--- config.mk ---
export PLATFORM = sky130hd
export DESIGN_NAME = json_string_unescape_utf8_core
export DESIGN_NICKNAME = d
export VERILOG_FILES = /design/src/sv/jsu_pkg.sv /design/src/sv/jsu_front.sv /design/src/sv/jsu_queue.sv /design/src/sv/jsu_back.sv /design/src/sv/json_string_unescape_utf8_core.sv
export SDC_FILE = /design/constraint.sdc
export NUM_CORES = 1
export LEC_CHECK = 0
export BUFFER_PORTS_ARGS = -buffer_cell sky130_fd_sc_hd__clkbuf_2
export CORE_MARGIN = 5
export CORE_UTILIZATION = 40
export DETAILED_ROUTE_END_ITERATION = 7
export RECOVER_POWER = 100
export SYNTH_ARGS = -nofsm -noshare
export SYNTH_HDL_FRONTEND = slang
export SYNTH_HIERARCHICAL = 1
export SYNTH_SLANG_ARGS = --single-unit
--- constraint.sdc ---
create_clock -name i_clk -period 6.25 [get_ports i_clk]
set_input_delay 1.25 -clock i_clk [delete_from_list [all_inputs] [get_ports i_clk]]
set_output_delay 1.25 -clock i_clk [all_outputs]
set_load 0.02 [all_outputs]
--- src/sv/jsu_pkg.sv ---
// ----------------------------------------------------------------------------
// jsu_pkg
// Shared types and codes for the JSON string unescape / UTF-8 decode block.
// ----------------------------------------------------------------------------
package jsu_pkg;

    // Result kinds
    localparam logic [1:0] KIND_BYTE   = 2'd0;
    localparam logic [1:0] KIND_CLOSED = 2'd1;
    localparam logic [1:0] KIND_ERROR  = 2'd2;

    // Default depth of the group queue between front and back
    localparam int JSU_QUEUE_DEPTH = 4;

    // One accepted input item
    typedef struct packed {
        logic [7:0] in_byte;
        logic       end_of_input;
    } t_in_item;

    // One delivered result item
    typedef struct packed {
        logic [7:0] out_byte;
        logic [1:0] kind;
        logic       last;
    } t_out_item;

    // All results caused by one input item; bytes[0] goes out first
    typedef struct packed {
        logic [1:0]      kind;
        logic [1:0]      cnt_m1;
        logic [3:0][7:0] bytes;
    } t_group;

    // Group with its valid flag, as it moves between the parts
    typedef struct packed {
        logic   valid;
        t_group group;
    } t_group_xfer;

endpackage

--- src/sv/jsu_front.sv ---
// ----------------------------------------------------------------------------
// jsu_front
// Per-byte string decoder: escape, \u and raw UTF-8 state machine. Each
// accepted byte turns into at most one result group for the queue.
// ----------------------------------------------------------------------------
module jsu_front
    import jsu_pkg::*;
(
    input  logic        i_clk,
    input  logic        i_rst_n,
    input  logic        i_accept,
    input  t_in_item    i_item,
    output t_group_xfer o_push
);

    // Decoder phases
    localparam logic [2:0] PH_IDLE       = 3'd0;
    localparam logic [2:0] PH_BODY       = 3'd1;
    localparam logic [2:0] PH_ESC        = 3'd2;
    localparam logic [2:0] PH_HEX_FIRST  = 3'd3;
    localparam logic [2:0] PH_PAIR_SLASH = 3'd4;
    localparam logic [2:0] PH_PAIR_U     = 3'd5;
    localparam logic [2:0] PH_HEX_SECOND = 3'd6;
    localparam logic [2:0] PH_RAW        = 3'd7;

    // Characters of interest
    localparam logic [7:0] CH_QUOTE = 8'h22;
    localparam logic [7:0] CH_BSL   = 8'h5c;
    localparam logic [7:0] CH_SLASH = 8'h2f;
    localparam logic [7:0] CH_B     = 8'h62;
    localparam logic [7:0] CH_F     = 8'h66;
    localparam logic [7:0] CH_N     = 8'h6e;
    localparam logic [7:0] CH_R     = 8'h72;
    localparam logic [7:0] CH_T     = 8'h74;
    localparam logic [7:0] CH_U     = 8'h75;

    // Hex digit value, bit 4 set for a non-hex character
    function automatic logic [4:0] hex_value(input logic [7:0] ch);
        logic [4:0] v;
        if (ch >= 8'h30 && ch <= 8'h39) begin
            v = 5'(ch - 8'h30);
        end else if (ch >= 8'h61 && ch <= 8'h66) begin
            v = 5'(ch - 8'h61 + 8'd10);
        end else if (ch >= 8'h41 && ch <= 8'h46) begin
            v = 5'(ch - 8'h41 + 8'd10);
        end else begin
            v = 5'h10;
        end
        return v;
    endfunction

    // UTF-8 encoding of a code point as a byte group
    function automatic t_group encode(input logic [20:0] cp);
        t_group g;
        g = '0;
        g.kind = KIND_BYTE;
        if (cp <= 21'h7f) begin
            g.bytes[0] = {1'b0, cp[6:0]};
        end else if (cp <= 21'h7ff) begin
            g.cnt_m1   = 2'd1;
            g.bytes[0] = {3'b110, cp[10:6]};
            g.bytes[1] = {2'b10, cp[5:0]};
        end else if (cp <= 21'hffff) begin
            g.cnt_m1   = 2'd2;
            g.bytes[0] = {4'b1110, cp[15:12]};
            g.bytes[1] = {2'b10, cp[11:6]};
            g.bytes[2] = {2'b10, cp[5:0]};
        end else begin
            g.cnt_m1   = 2'd3;
            g.bytes[0] = {5'b11110, cp[20:18]};
            g.bytes[1] = {2'b10, cp[17:12]};
            g.bytes[2] = {2'b10, cp[11:6]};
            g.bytes[3] = {2'b10, cp[5:0]};
        end
        return g;
    endfunction

    // Single-byte group
    function automatic t_group one_byte(input logic [7:0] b, input logic [1:0] k);
        t_group g;
        g          = '0;
        g.kind     = k;
        g.bytes[0] = b;
        return g;
    endfunction

    logic [2:0]  r_phase, n_phase;
    logic [20:0] r_cp, n_cp;
    logic [9:0]  r_high, n_high;
    logic [1:0]  r_dl, n_dl;
    logic [1:0]  r_mc, n_mc;

    logic [7:0]  ch;
    logic        eoi;
    logic [4:0]  hv;
    logic [15:0] cp_hex;
    logic [20:0] cp_raw;
    logic [20:0] cp_pair;
    logic [20:0] raw_min;
    logic        err;
    logic        has_res;
    t_group      grp;

    assign ch      = i_item.in_byte;
    assign eoi     = i_item.end_of_input;
    assign hv      = hex_value(ch);
    assign cp_hex  = {r_cp[11:0], hv[3:0]};
    assign cp_raw  = {r_cp[14:0], ch[5:0]};
    assign cp_pair = 21'h10000 + {1'b0, r_high, cp_hex[9:0]};

    // Smallest legal value of the raw sequence in progress
    always_comb begin
        case (r_mc)
            2'd0:    raw_min = 21'h80;
            2'd1:    raw_min = 21'h800;
            default: raw_min = 21'h10000;
        endcase
    end

    // Next state and result group for the byte at the input
    always_comb begin
        n_phase = r_phase;
        n_cp    = r_cp;
        n_high  = r_high;
        n_dl    = r_dl;
        n_mc    = r_mc;
        err     = 1'b0;
        has_res = 1'b0;
        grp     = '0;
        unique case (r_phase)
            PH_IDLE: begin
                if (ch == CH_QUOTE) begin
                    n_phase = PH_BODY;
                end else begin
                    err = 1'b1;
                end
            end
            PH_BODY: begin
                if (ch == CH_QUOTE) begin
                    grp     = one_byte(8'h00, KIND_CLOSED);
                    has_res = 1'b1;
                    n_phase = PH_IDLE;
                end else if (ch < 8'h20) begin
                    err = 1'b1;
                end else if (ch == CH_BSL) begin
                    n_phase = PH_ESC;
                end else if (ch < 8'h80) begin
                    grp     = one_byte(ch, KIND_BYTE);
                    has_res = 1'b1;
                end else if (ch >= 8'hc2 && ch <= 8'hdf) begin
                    n_cp    = {16'd0, ch[4:0]};
                    n_dl    = 2'd0;
                    n_mc    = 2'd0;
                    n_phase = PH_RAW;
                end else if (ch >= 8'he0 && ch <= 8'hef) begin
                    n_cp    = {17'd0, ch[3:0]};
                    n_dl    = 2'd1;
                    n_mc    = 2'd1;
                    n_phase = PH_RAW;
                end else if (ch >= 8'hf0 && ch <= 8'hf4) begin
                    n_cp    = {18'd0, ch[2:0]};
                    n_dl    = 2'd2;
                    n_mc    = 2'd2;
                    n_phase = PH_RAW;
                end else begin
                    err = 1'b1;
                end
            end
            PH_ESC: begin
                n_phase = PH_BODY;
                case (ch)
                    CH_QUOTE, CH_BSL, CH_SLASH: begin
                        grp     = one_byte(ch, KIND_BYTE);
                        has_res = 1'b1;
                    end
                    CH_B: begin
                        grp     = one_byte(8'h08, KIND_BYTE);
                        has_res = 1'b1;
                    end
                    CH_F: begin
                        grp     = one_byte(8'h0c, KIND_BYTE);
                        has_res = 1'b1;
                    end
                    CH_N: begin
                        grp     = one_byte(8'h0a, KIND_BYTE);
                        has_res = 1'b1;
                    end
                    CH_R: begin
                        grp     = one_byte(8'h0d, KIND_BYTE);
                        has_res = 1'b1;
                    end
                    CH_T: begin
                        grp     = one_byte(8'h09, KIND_BYTE);
                        has_res = 1'b1;
                    end
                    CH_U: begin
                        n_cp    = '0;
                        n_dl    = 2'd3;
                        n_phase = PH_HEX_FIRST;
                    end
                    default: err = 1'b1;
                endcase
            end
            PH_HEX_FIRST, PH_HEX_SECOND: begin
                if (hv[4]) begin
                    err = 1'b1;
                end else begin
                    n_cp = {5'd0, cp_hex};
                    if (r_dl != 2'd0) begin
                        n_dl = r_dl - 2'd1;
                    end else if (r_phase == PH_HEX_FIRST) begin
                        if (cp_hex == 16'h0) begin
                            err = 1'b1;
                        end else if (cp_hex >= 16'hd800 && cp_hex <= 16'hdbff) begin
                            // high surrogate: wait for the low half
                            n_high  = cp_hex[9:0];
                            n_phase = PH_PAIR_SLASH;
                        end else if (cp_hex >= 16'hdc00 && cp_hex <= 16'hdfff) begin
                            err = 1'b1;
                        end else begin
                            grp     = encode({5'd0, cp_hex});
                            has_res = 1'b1;
                            n_phase = PH_BODY;
                        end
                    end else begin
                        if (cp_hex < 16'hdc00 || cp_hex > 16'hdfff) begin
                            err = 1'b1;
                        end else begin
                            n_cp    = cp_pair;
                            grp     = encode(cp_pair);
                            has_res = 1'b1;
                            n_phase = PH_BODY;
                        end
                    end
                end
            end
            PH_PAIR_SLASH: begin
                if (ch == CH_BSL) begin
                    n_phase = PH_PAIR_U;
                end else begin
                    err = 1'b1;
                end
            end
            PH_PAIR_U: begin
                if (ch == CH_U) begin
                    n_cp    = '0;
                    n_dl    = 2'd3;
                    n_phase = PH_HEX_SECOND;
                end else begin
                    err = 1'b1;
                end
            end
            PH_RAW: begin
                if (ch[7:6] != 2'b10) begin
                    err = 1'b1;
                end else begin
                    n_cp = cp_raw;
                    if (r_dl != 2'd0) begin
                        n_dl = r_dl - 2'd1;
                    end else if (cp_raw < raw_min || cp_raw > 21'h10ffff ||
                                 (cp_raw >= 21'hd800 && cp_raw <= 21'hdfff)) begin
                        err = 1'b1;
                    end else begin
                        grp     = encode(cp_raw);
                        has_res = 1'b1;
                        n_phase = PH_BODY;
                    end
                end
            end
            default: err = 1'b1;
        endcase

        // Errors and truncated input replace anything decoded this byte
        if (err || (eoi && n_phase != PH_IDLE)) begin
            grp     = one_byte(8'h00, KIND_ERROR);
            has_res = 1'b1;
            n_phase = PH_IDLE;
        end
    end

    assign o_push.valid = i_accept && has_res;
    assign o_push.group = grp;

    // Decoder state
    always_ff @(posedge i_clk) begin
        if (!i_rst_n) begin
            r_phase <= PH_IDLE;
            r_cp    <= '0;
            r_high  <= '0;
            r_dl    <= '0;
            r_mc    <= '0;
        end else if (i_accept) begin
            r_phase <= n_phase;
            r_cp    <= n_cp;
            r_high  <= n_high;
            r_dl    <= n_dl;
            r_mc    <= n_mc;
        end
    end

endmodule

--- src/sv/jsu_queue.sv ---
// ----------------------------------------------------------------------------
// jsu_queue
// Small FIFO of result groups between the decoder and the serializer.
// ----------------------------------------------------------------------------
module jsu_queue
    import jsu_pkg::*;
#(
    parameter int DEPTH = JSU_QUEUE_DEPTH
) (
    input  logic        i_clk,
    input  logic        i_rst_n,
    input  t_group_xfer i_push,
    output logic        o_full,
    output t_group_xfer o_head,
    input  logic        i_pop
);

    localparam int PW = (DEPTH > 1) ? $clog2(DEPTH) : 1;
    localparam int CW = $clog2(DEPTH + 1);
    localparam logic [PW-1:0] LAST_PTR = PW'(DEPTH - 1);
    localparam logic [CW-1:0] FULL_CNT = CW'(DEPTH);

    t_group        r_mem [DEPTH];
    logic [PW-1:0] r_wr_ptr, n_wr_ptr;
    logic [PW-1:0] r_rd_ptr, n_rd_ptr;
    logic [CW-1:0] r_cnt, n_cnt;
    logic          do_push;
    logic          do_pop;

    assign o_full       = (r_cnt == FULL_CNT);
    assign o_head.valid = (r_cnt != '0);
    assign o_head.group = r_mem[r_rd_ptr];

    assign do_push = i_push.valid && !o_full;
    assign do_pop  = i_pop && o_head.valid;

    // Pointer and fill count update
    always_comb begin
        n_wr_ptr = r_wr_ptr;
        n_rd_ptr = r_rd_ptr;
        n_cnt    = r_cnt;
        if (do_push) begin
            n_wr_ptr = (r_wr_ptr == LAST_PTR) ? '0 : r_wr_ptr + PW'(1);
        end
        if (do_pop) begin
            n_rd_ptr = (r_rd_ptr == LAST_PTR) ? '0 : r_rd_ptr + PW'(1);
        end
        case ({do_push, do_pop})
            2'b10:   n_cnt = r_cnt + CW'(1);
            2'b01:   n_cnt = r_cnt - CW'(1);
            default: n_cnt = r_cnt;
        endcase
    end

    always_ff @(posedge i_clk) begin
        if (!i_rst_n) begin
            r_wr_ptr <= '0;
            r_rd_ptr <= '0;
            r_cnt    <= '0;
        end else begin
            r_wr_ptr <= n_wr_ptr;
            r_rd_ptr <= n_rd_ptr;
            r_cnt    <= n_cnt;
        end
    end

    // Storage
    always_ff @(posedge i_clk) begin
        if (do_push) begin
            r_mem[r_wr_ptr] <= i_push.group;
        end
    end

endmodule

--- src/sv/jsu_back.sv ---
// ----------------------------------------------------------------------------
// jsu_back
// Serializer: walks the head group one result per cycle, unless the output
// stalls, into the output register and marks each group's final result.
// ----------------------------------------------------------------------------
module jsu_back
    import jsu_pkg::*;
(
    input  logic        i_clk,
    input  logic        i_rst_n,
    input  t_group_xfer i_head,
    output logic        o_pop,
    output logic        o_valid,
    output t_out_item   o_item,
    input  logic        i_ready
);

    logic [1:0] r_idx, n_idx;
    logic       r_valid, n_valid;
    t_out_item  r_item;
    logic       load;
    logic       at_last;

    assign load    = i_head.valid && (!r_valid || i_ready);
    assign at_last = (r_idx == i_head.group.cnt_m1);
    assign o_pop   = load && at_last;

    // Byte index within the head group and output valid
    always_comb begin
        n_idx   = r_idx;
        n_valid = r_valid;
        if (load) begin
            n_idx   = at_last ? 2'd0 : r_idx + 2'd1;
            n_valid = 1'b1;
        end else if (i_ready) begin
            n_valid = 1'b0;
        end
    end

    always_ff @(posedge i_clk) begin
        if (!i_rst_n) begin
            r_idx   <= '0;
            r_valid <= 1'b0;
        end else begin
            r_idx   <= n_idx;
            r_valid <= n_valid;
        end
    end

    // Output payload register
    always_ff @(posedge i_clk) begin
        if (load) begin
            r_item.out_byte <= i_head.group.bytes[r_idx];
            r_item.kind     <= i_head.group.kind;
            r_item.last     <= at_last;
        end
    end

    assign o_valid = r_valid;
    assign o_item  = r_item;

endmodule

--- src/sv/json_string_unescape_utf8_core.sv ---
// ----------------------------------------------------------------------------
// json_string_unescape_utf8_core
// Streaming decoder for one JSON string token at a time.
//
// Input channel (i_in_valid / o_in_ready, i_in_item): one text byte per item
// plus an end-of-input flag. Output channel (o_out_valid / i_out_ready,
// o_out_item): one decoded UTF-8 byte, a closed status or an error status per
// item; last marks the final result caused by an input byte.
// A byte is decoded in the cycle it is accepted; its results sit in a queue
// of QUEUE_DEPTH groups and leave through a registered output stage. The
// first result of a byte passes through the queue and then the output
// register before it shows on o_out_valid. Input throughput is one byte per
// cycle while the queue has room. Output runs at one result per cycle while
// the receiver is ready, so an escape or raw sequence that expands to N bytes
// holds the serializer until all N have left; the queue absorbs bursts.
// A stalled receiver fills the queue, and o_in_ready drops only when it is
// full. Reset returns the decoder to waiting for an opening quote and
// empties the queue and output stage.
// ----------------------------------------------------------------------------
module json_string_unescape_utf8_core
    import jsu_pkg::*;
#(
    parameter int QUEUE_DEPTH = JSU_QUEUE_DEPTH
) (
    input  logic      i_clk,
    input  logic      i_rst_n,
    input  logic      i_in_valid,
    output logic      o_in_ready,
    input  t_in_item  i_in_item,
    output logic      o_out_valid,
    input  logic      i_out_ready,
    output t_out_item o_out_item
);

    t_group_xfer push;
    t_group_xfer head;
    logic        q_full;
    logic        pop;
    logic        in_accept;

    assign o_in_ready = !q_full;
    assign in_accept  = i_in_valid && o_in_ready;

    // Front: per-byte decode
    jsu_front u_front (
        .i_clk    (i_clk),
        .i_rst_n  (i_rst_n),
        .i_accept (in_accept),
        .i_item   (i_in_item),
        .o_push   (push)
    );

    // Group queue
    jsu_queue #(
        .DEPTH (QUEUE_DEPTH)
    ) u_queue (
        .i_clk   (i_clk),
        .i_rst_n (i_rst_n),
        .i_push  (push),
        .o_full  (q_full),
        .o_head  (head),
        .i_pop   (pop)
    );

    // Back: serialize results
    jsu_back u_back (
        .i_clk   (i_clk),
        .i_rst_n (i_rst_n),
        .i_head  (head),
        .o_pop   (pop),
        .o_valid (o_out_valid),
        .o_item  (o_out_item),
        .i_ready (i_out_ready)
    );

`ifndef SYNTH
    // Never push into a full queue
    a_no_overflow: assert property (@(posedge i_clk) disable iff (!i_rst_n)
        q_full |-> !push.valid)
        else $error("push into full group queue");

    // Status results are single and always final
    a_status_last: assert property (@(posedge i_clk) disable iff (!i_rst_n)
        (o_out_valid && o_out_item.kind != KIND_BYTE) |-> o_out_item.last)
        else $error("status result without last");

    // An error group carries exactly one result
    a_err_single: assert property (@(posedge i_clk) disable iff (!i_rst_n)
        (push.valid && push.group.kind == KIND_ERROR) |-> push.group.cnt_m1 == 2'd0)
        else $error("error group with extra results");
`endif

endmodule
# Yosys cells after proc, flatten, opt, wreduce, memory -nomap -nowiden
# Memory sizes are Yosys's and may differ from the RTL's. A register that Yosys moved wholly into a read port is not among the register bits.
# Index checks and enable logic that the tools add are counted.
dict set report word_totals {
  ff_bits 53
  ram_bits 144
  in_bits 13
  out_inout_bits 13
  word_cells 281
  memories 1
}
dict set report classes {
  addsub 12
  order_cmp 33
  eq_ne 32
  n_mux 142
  bitwise_logic 7
  n_reduce_logical 41
}
# memory depth word_bits rd rd_ports_with_merged_regs write_ports line
set memory_table {}
lappend memory_table {u_queue.r_mem 4 36 1 1 1 jsu_queue.sv:23} ;# t_group r_mem [DEPTH];
# operator count
set op_table {}
lappend op_table {{$mux W36} 11}
lappend op_table {{$mux W15} 13}
lappend op_table {{$pmux W36 S4} 1}
lappend op_table {{$mux W34} 3}
lappend op_table {{$mux W26} 3}
lappend op_table {{$mux W16} 4}
lappend op_table {{$mux W8} 8}
lappend op_table {{$le A21 B16 Y1 const B} 3}
lappend op_table {{$mux W3} 21}
lappend op_table {{$pmux W15 S4} 1}
lappend op_table {{$eq A8 B7 Y1 const B} 7}
lappend op_table {{$pmux W8 S6} 1}
lappend op_table {{$mux W22} 2}
lappend op_table {{$mux W1} 43}
lappend op_table {{$le A21 B11 Y1 const B} 2}
lappend op_table {{$le A21 B7 Y1 const B} 2}
lappend op_table {{$mux W2} 20}
lappend op_table {{$pmux W17 S2} 1}
lappend op_table {{$ge A16 B16 Y1 const B} 2}
lappend op_table {{$le A16 B16 Y1 const B} 2}
lappend op_table {{$ge A8 B8 Y1 const B} 3}
lappend op_table {{$le A8 B8 Y1 const B} 3}
lappend op_table {{$add A17 B20 Y21 const A} 1}
lappend op_table {{$ge A21 B16 Y1 const B} 1}
lappend op_table {{other kinds (54)} 109}

# Logic depth before layout (Yosys ltp)
dict set report logic_depth {
  depth_word 22
  ltp_mapped 19
}

# Cells and area by module
# The synthesis kept the hierarchy.
# mod instances cells_each area_per_inst_um2
set by_module_without_submodules {}
lappend by_module_without_submodules {jsu_queue 1 244 5744.3}
lappend by_module_without_submodules {jsu_front 1 737 4828.4}
lappend by_module_without_submodules {jsu_back 1 42 732.0}
lappend by_module_without_submodules {json_string_unescape_utf8_core 1 2 10.0}

# Worst setup path before layout
# OpenSTA, ideal clock, no wires.
dict set report synth_path {
  kind {input port to flip-flop}
  start {input i_in_item[2] in the netlist's numbering}
  end {register u_queue.r_cnt[2]}
  t_arrival_ps 5027
  required_time_ps 6174
  path_slack_ps 1148
  stages 19
  n_path_buf 2
  cell_sequence {clkbuf_1 > inv_1 > ha_1 > nor3b_1 > nor4b_4 > o211a_1 > a221o_1 > a21o_1 > o41ai_4 > a41oi_1 > nor2b_1 > buf_2 > inv_1 > ha_1 > inv_1 > fa_1 > xor2_1 > or3_1 > a21boi_0}
}
# element line
set synth_lines {}
lappend synth_lines {{start: declaration} json_string_unescape_utf8_core.sv:29} ;# input t_in_item i_in_item,
lappend synth_lines {{end signal: assignment} jsu_queue.sv:63} ;# r_cnt <= n_cnt;
lappend synth_lines {{end: declaration} jsu_queue.sv:26} ;# logic [CW-1:0] r_cnt, n_cnt;

==> flow_summary.toml <==
[grt]
grt_usage = 0.206
antenna_found_initial = 0
grt_max_degree = 37
grt_pass1_wl_um = 50500
overflow = 0
first_global_vias = 8549

[yosys]
async_flop_share = 0
yosysUniqueCellTypes = 95
synth_ff_type = "edfxtp_1"
ys_ff_latch = 199
synth_edf_count = 155
synth_top_area_cell = "edfxtp_1"
yosysSeqAreaShare = 0.489
syn_inst = 1025
synth_area_um2 = 11300
synth.top_cells.by_area = "edfxtp_1, dfxtp_1, mux4_2"
ys_warn_count = 6
syn_area_per_cell_um2 = 11.0
synth_top_area_frac = 0.411

[timing]
finalHoldViolations = 0
period_needed_ns = 5.71
tns_ns = 0
rsz0062_at_grt = "no"
skew_ns = 0.0248
finalMaxSlewViolations = 30
worstMarginPinSlew_ns = 1.51
final.period_utilization = 0.913
setup_viol = 0
slew_headroom = -0.00334
max_freq_mhz = 175

[routing]
viasPerCell = 6.10
vias = 8660
drc = 0
routedWlPerCell_um = 22.8
drtIter0Drc = 856
first_pass_iters = 5
wl_um = 32400
ant_nets = 0

[status]
status = "finished, violations left"
violations = "capacitance limit, slew limit"

[worst_setup_path]
crit_type = "input port to flop"
crit_required_ns = 6.32
cp-start-kind = "input port"
worstSetupEndpointType = "flop"
crit_path_cell_trace = "clkbuf_1 -> inv_1 -> ha_1 -> or3b_2 -> nand4_1 -> and3_1 -> a211oi_1 -> o21bai_1 -> o41ai_4 -> a41oi_1 -> nor2b_1 -> and2_2 -> clkbuf_2"
cp_slowest_cell = "clkbuf_1"
critPathMaxStageDelay_ns = 0.52
path_max_fanout = 16
crit_arrival_ns = 5.78

[floorplan]
core_um2 = 27900
start_util = 0.406
die-area_um2 = 31700
io_pins = 26
die_y_um = 178
dieWidth_um = 178
row_count = 61

[clock_network]
clk_pin_slew_ns = 0.09
cts-resized-gates = 0
cts_max_level = 4
clock-sinks = 199
clk_latency_ns = 0.45
cts_buffers = 17
postCtsHoldBufs = 0
clockRootBuffer = "clkbuf_16"
cts_tree = "yes"
clockBufferDepth = 2
cts_setup_buffers = 0

[place]
gp_congestion = 0.970
place_hpwl_um = 22400
io_buffers = 25
dp.cells = 1387

[power]
ir_drop_v = 0.000166
p_per_area_nw_per_um2 = 271
leakage_nw = 4.10

[final_layout]
drive_gt1_frac = 0.131
instances_no_fill = 1419
fill_cells = 2621
nets = 1058
diodes = 0
synthToLayoutAreaGrowth_pct = 9.59

[min_path]
hold_class = "flop to flop"

[job]
drv_cap = 1
==> metrics by stage <==
step | power [mW] | setup slack, ns | util | area, um^2 | hold slack, ns
after floorplan | 2.06 | 1.15 | - | 11300 | 0.432
after global placement | 2.20 | 0.725 | 0.424 | 11800 | 0.443
final | 3.36 | 0.543 | 0.445 | 12400 | 0.456
after global routing | 3.51 | 0.324 | 0.445 | 12400 | 0.499
after detailed placement | 2.21 | 0.565 | 0.424 | 11800 | 0.451
after CTS | 3.42 | 1.01 | 0.448 | 12500 | 0.463
==> where the power goes <==
group	internal (mW)	leakage, nW	total [mW]	switching [mW]
registers	1.58	1.87	1.64	0.0573
clock network	0.583	0.320	1.22	0.633
logic	0.206	1.91	0.509	0.303
total	2.37	4.10	3.36	0.992
==> worst paths after layout <==
path	start	depth (start not counted)	slack (ns)	endpoint
min reg2reg	u_front/r_dl[1]	2	0.46	u_front/r_dl[1]
max	i_in_item[1]	13	0.54	u_queue/r_mem[0][2]
min	u_front/r_dl[1]	2	0.46	u_front/r_dl[1]
max reg2reg	u_front/r_phase[2]	10	1.52	u_queue/r_mem[0][2]
==> layout by cell type (no fill, tap or decap), types with 8 or more instances in the layout <==
| master | n |
|---|---|
| nand3_1 | 35 |
| o211a_1 | 9 |
| mux4_1 | 9 |
| o21a_1 | 8 |
| mux2_2 | 11 |
| inv_1 | 28 |
| mux2i_1 | 16 |
| clkbuf_1 | 20 |
| a21oi_1 | 68 |
| buf_4 | 24 |
| a31oi_1 | 13 |
| and3_1 | 9 |
| clkbuf_16 | 17 |
| and2_1 | 12 |
| o211ai_1 | 19 |
| nand4_1 | 13 |
| mux4_2 | 35 |
| nand2b_1 | 15 |
| nor2b_1 | 13 |
| dfxtp_1 | 42 |
| nor2_1 | 65 |
| a211oi_1 | 13 |
| edfxtp_1 | 155 |
| ha_1 | 16 |
| nand2_1 | 110 |
| o21ai_0 | 56 |
| nor3_1 | 24 |
| clkbuf_2 | 13 |
==> flip-flops by register name, summed over array words and instances (netlist names), named ones only <==
| name | cells |
|---|---|
| u_back/o_item | 11 |
| u_back/o_valid | 1 |
| u_back/r_idx | 2 |
| u_front/r_cp | 15 |
| u_front/r_dl | 2 |
| u_front/r_high | 10 |
| u_front/r_mc | 2 |
| u_front/r_phase | 3 |
| u_queue/r_cnt | 3 |
| u_queue/r_mem | 144 |
| u_queue/r_rd_ptr | 2 |
| u_queue/r_wr_ptr | 2 |
==> Yosys cell counts, drive strengths merged, types with 7 or more instances <==
cell    number
dfxtp       44
nand2b      15
o211a        9
nand4       13
a211oi      14
nor4         7
nor3        24
mux2        11
a21o         7
and2        22
o211ai      20
o21ai       59
a31oi       13
mux2i       16
and3         9
clkbuf      46
nor2        65
edfxtp     155
a21oi       68
buf         30
or3          7
o21a         8
nor2b       13
ha          16
inv         28
nand2      110
nand3       35
mux4        44
==> final cells by class <==
cell class / instances / area [um^2] / area share
clock buffer: 17 / 425 / 0.0343
inverter: 29 / 109 / 0.00878
sequential: 199 / 5540 / 0.447
multi-input combinational: 723 / 5280 / 0.426
timing repair buffer: 58 / 340 / 0.0274
clock inverter: 15 / 238 / 0.0192
tap: 378 / 473 / 0.0381
==> critical path, delay by kind of cell <==
family | cells | cell delay (ns)
AND/OR/NAND/NOR | 5 | 1.94
buffers and inverters | 3 | 1.29
AO/OA/AOI/OAI | 4 | 0.95
adder cells (fa/ha/maj) | 1 | 0.32
==> kinds of logic after synthesis <==
kind of cell    synth area share
other cells             0.000331
fa+ha+maj                 0.0195
buf+inv                   0.0440
flops                      0.489
mux                        0.116
compound gates             0.165
xor+xnor                 0.00453
simple gates               0.161
==> metal layers <==
| metal | part of all wire | up-vias | track usage | routed length (um) |
|---|---|---|---|---|
| met1 | 0.44 | 4290 | 0.286 | 14200 |
| li1 | - | 3978 | - | - |
| met2 | 0.47 | 322 | 0.331 | 15200 |
| met4 | 0.031 | 0 | 0.0790 | 994 |
| met3 | 0.064 | 70 | 0.0273 | 2060 |
| met5 | 0 | - | 0 | 0 |
No activity file was read; power rests on OpenSTA's default activity.
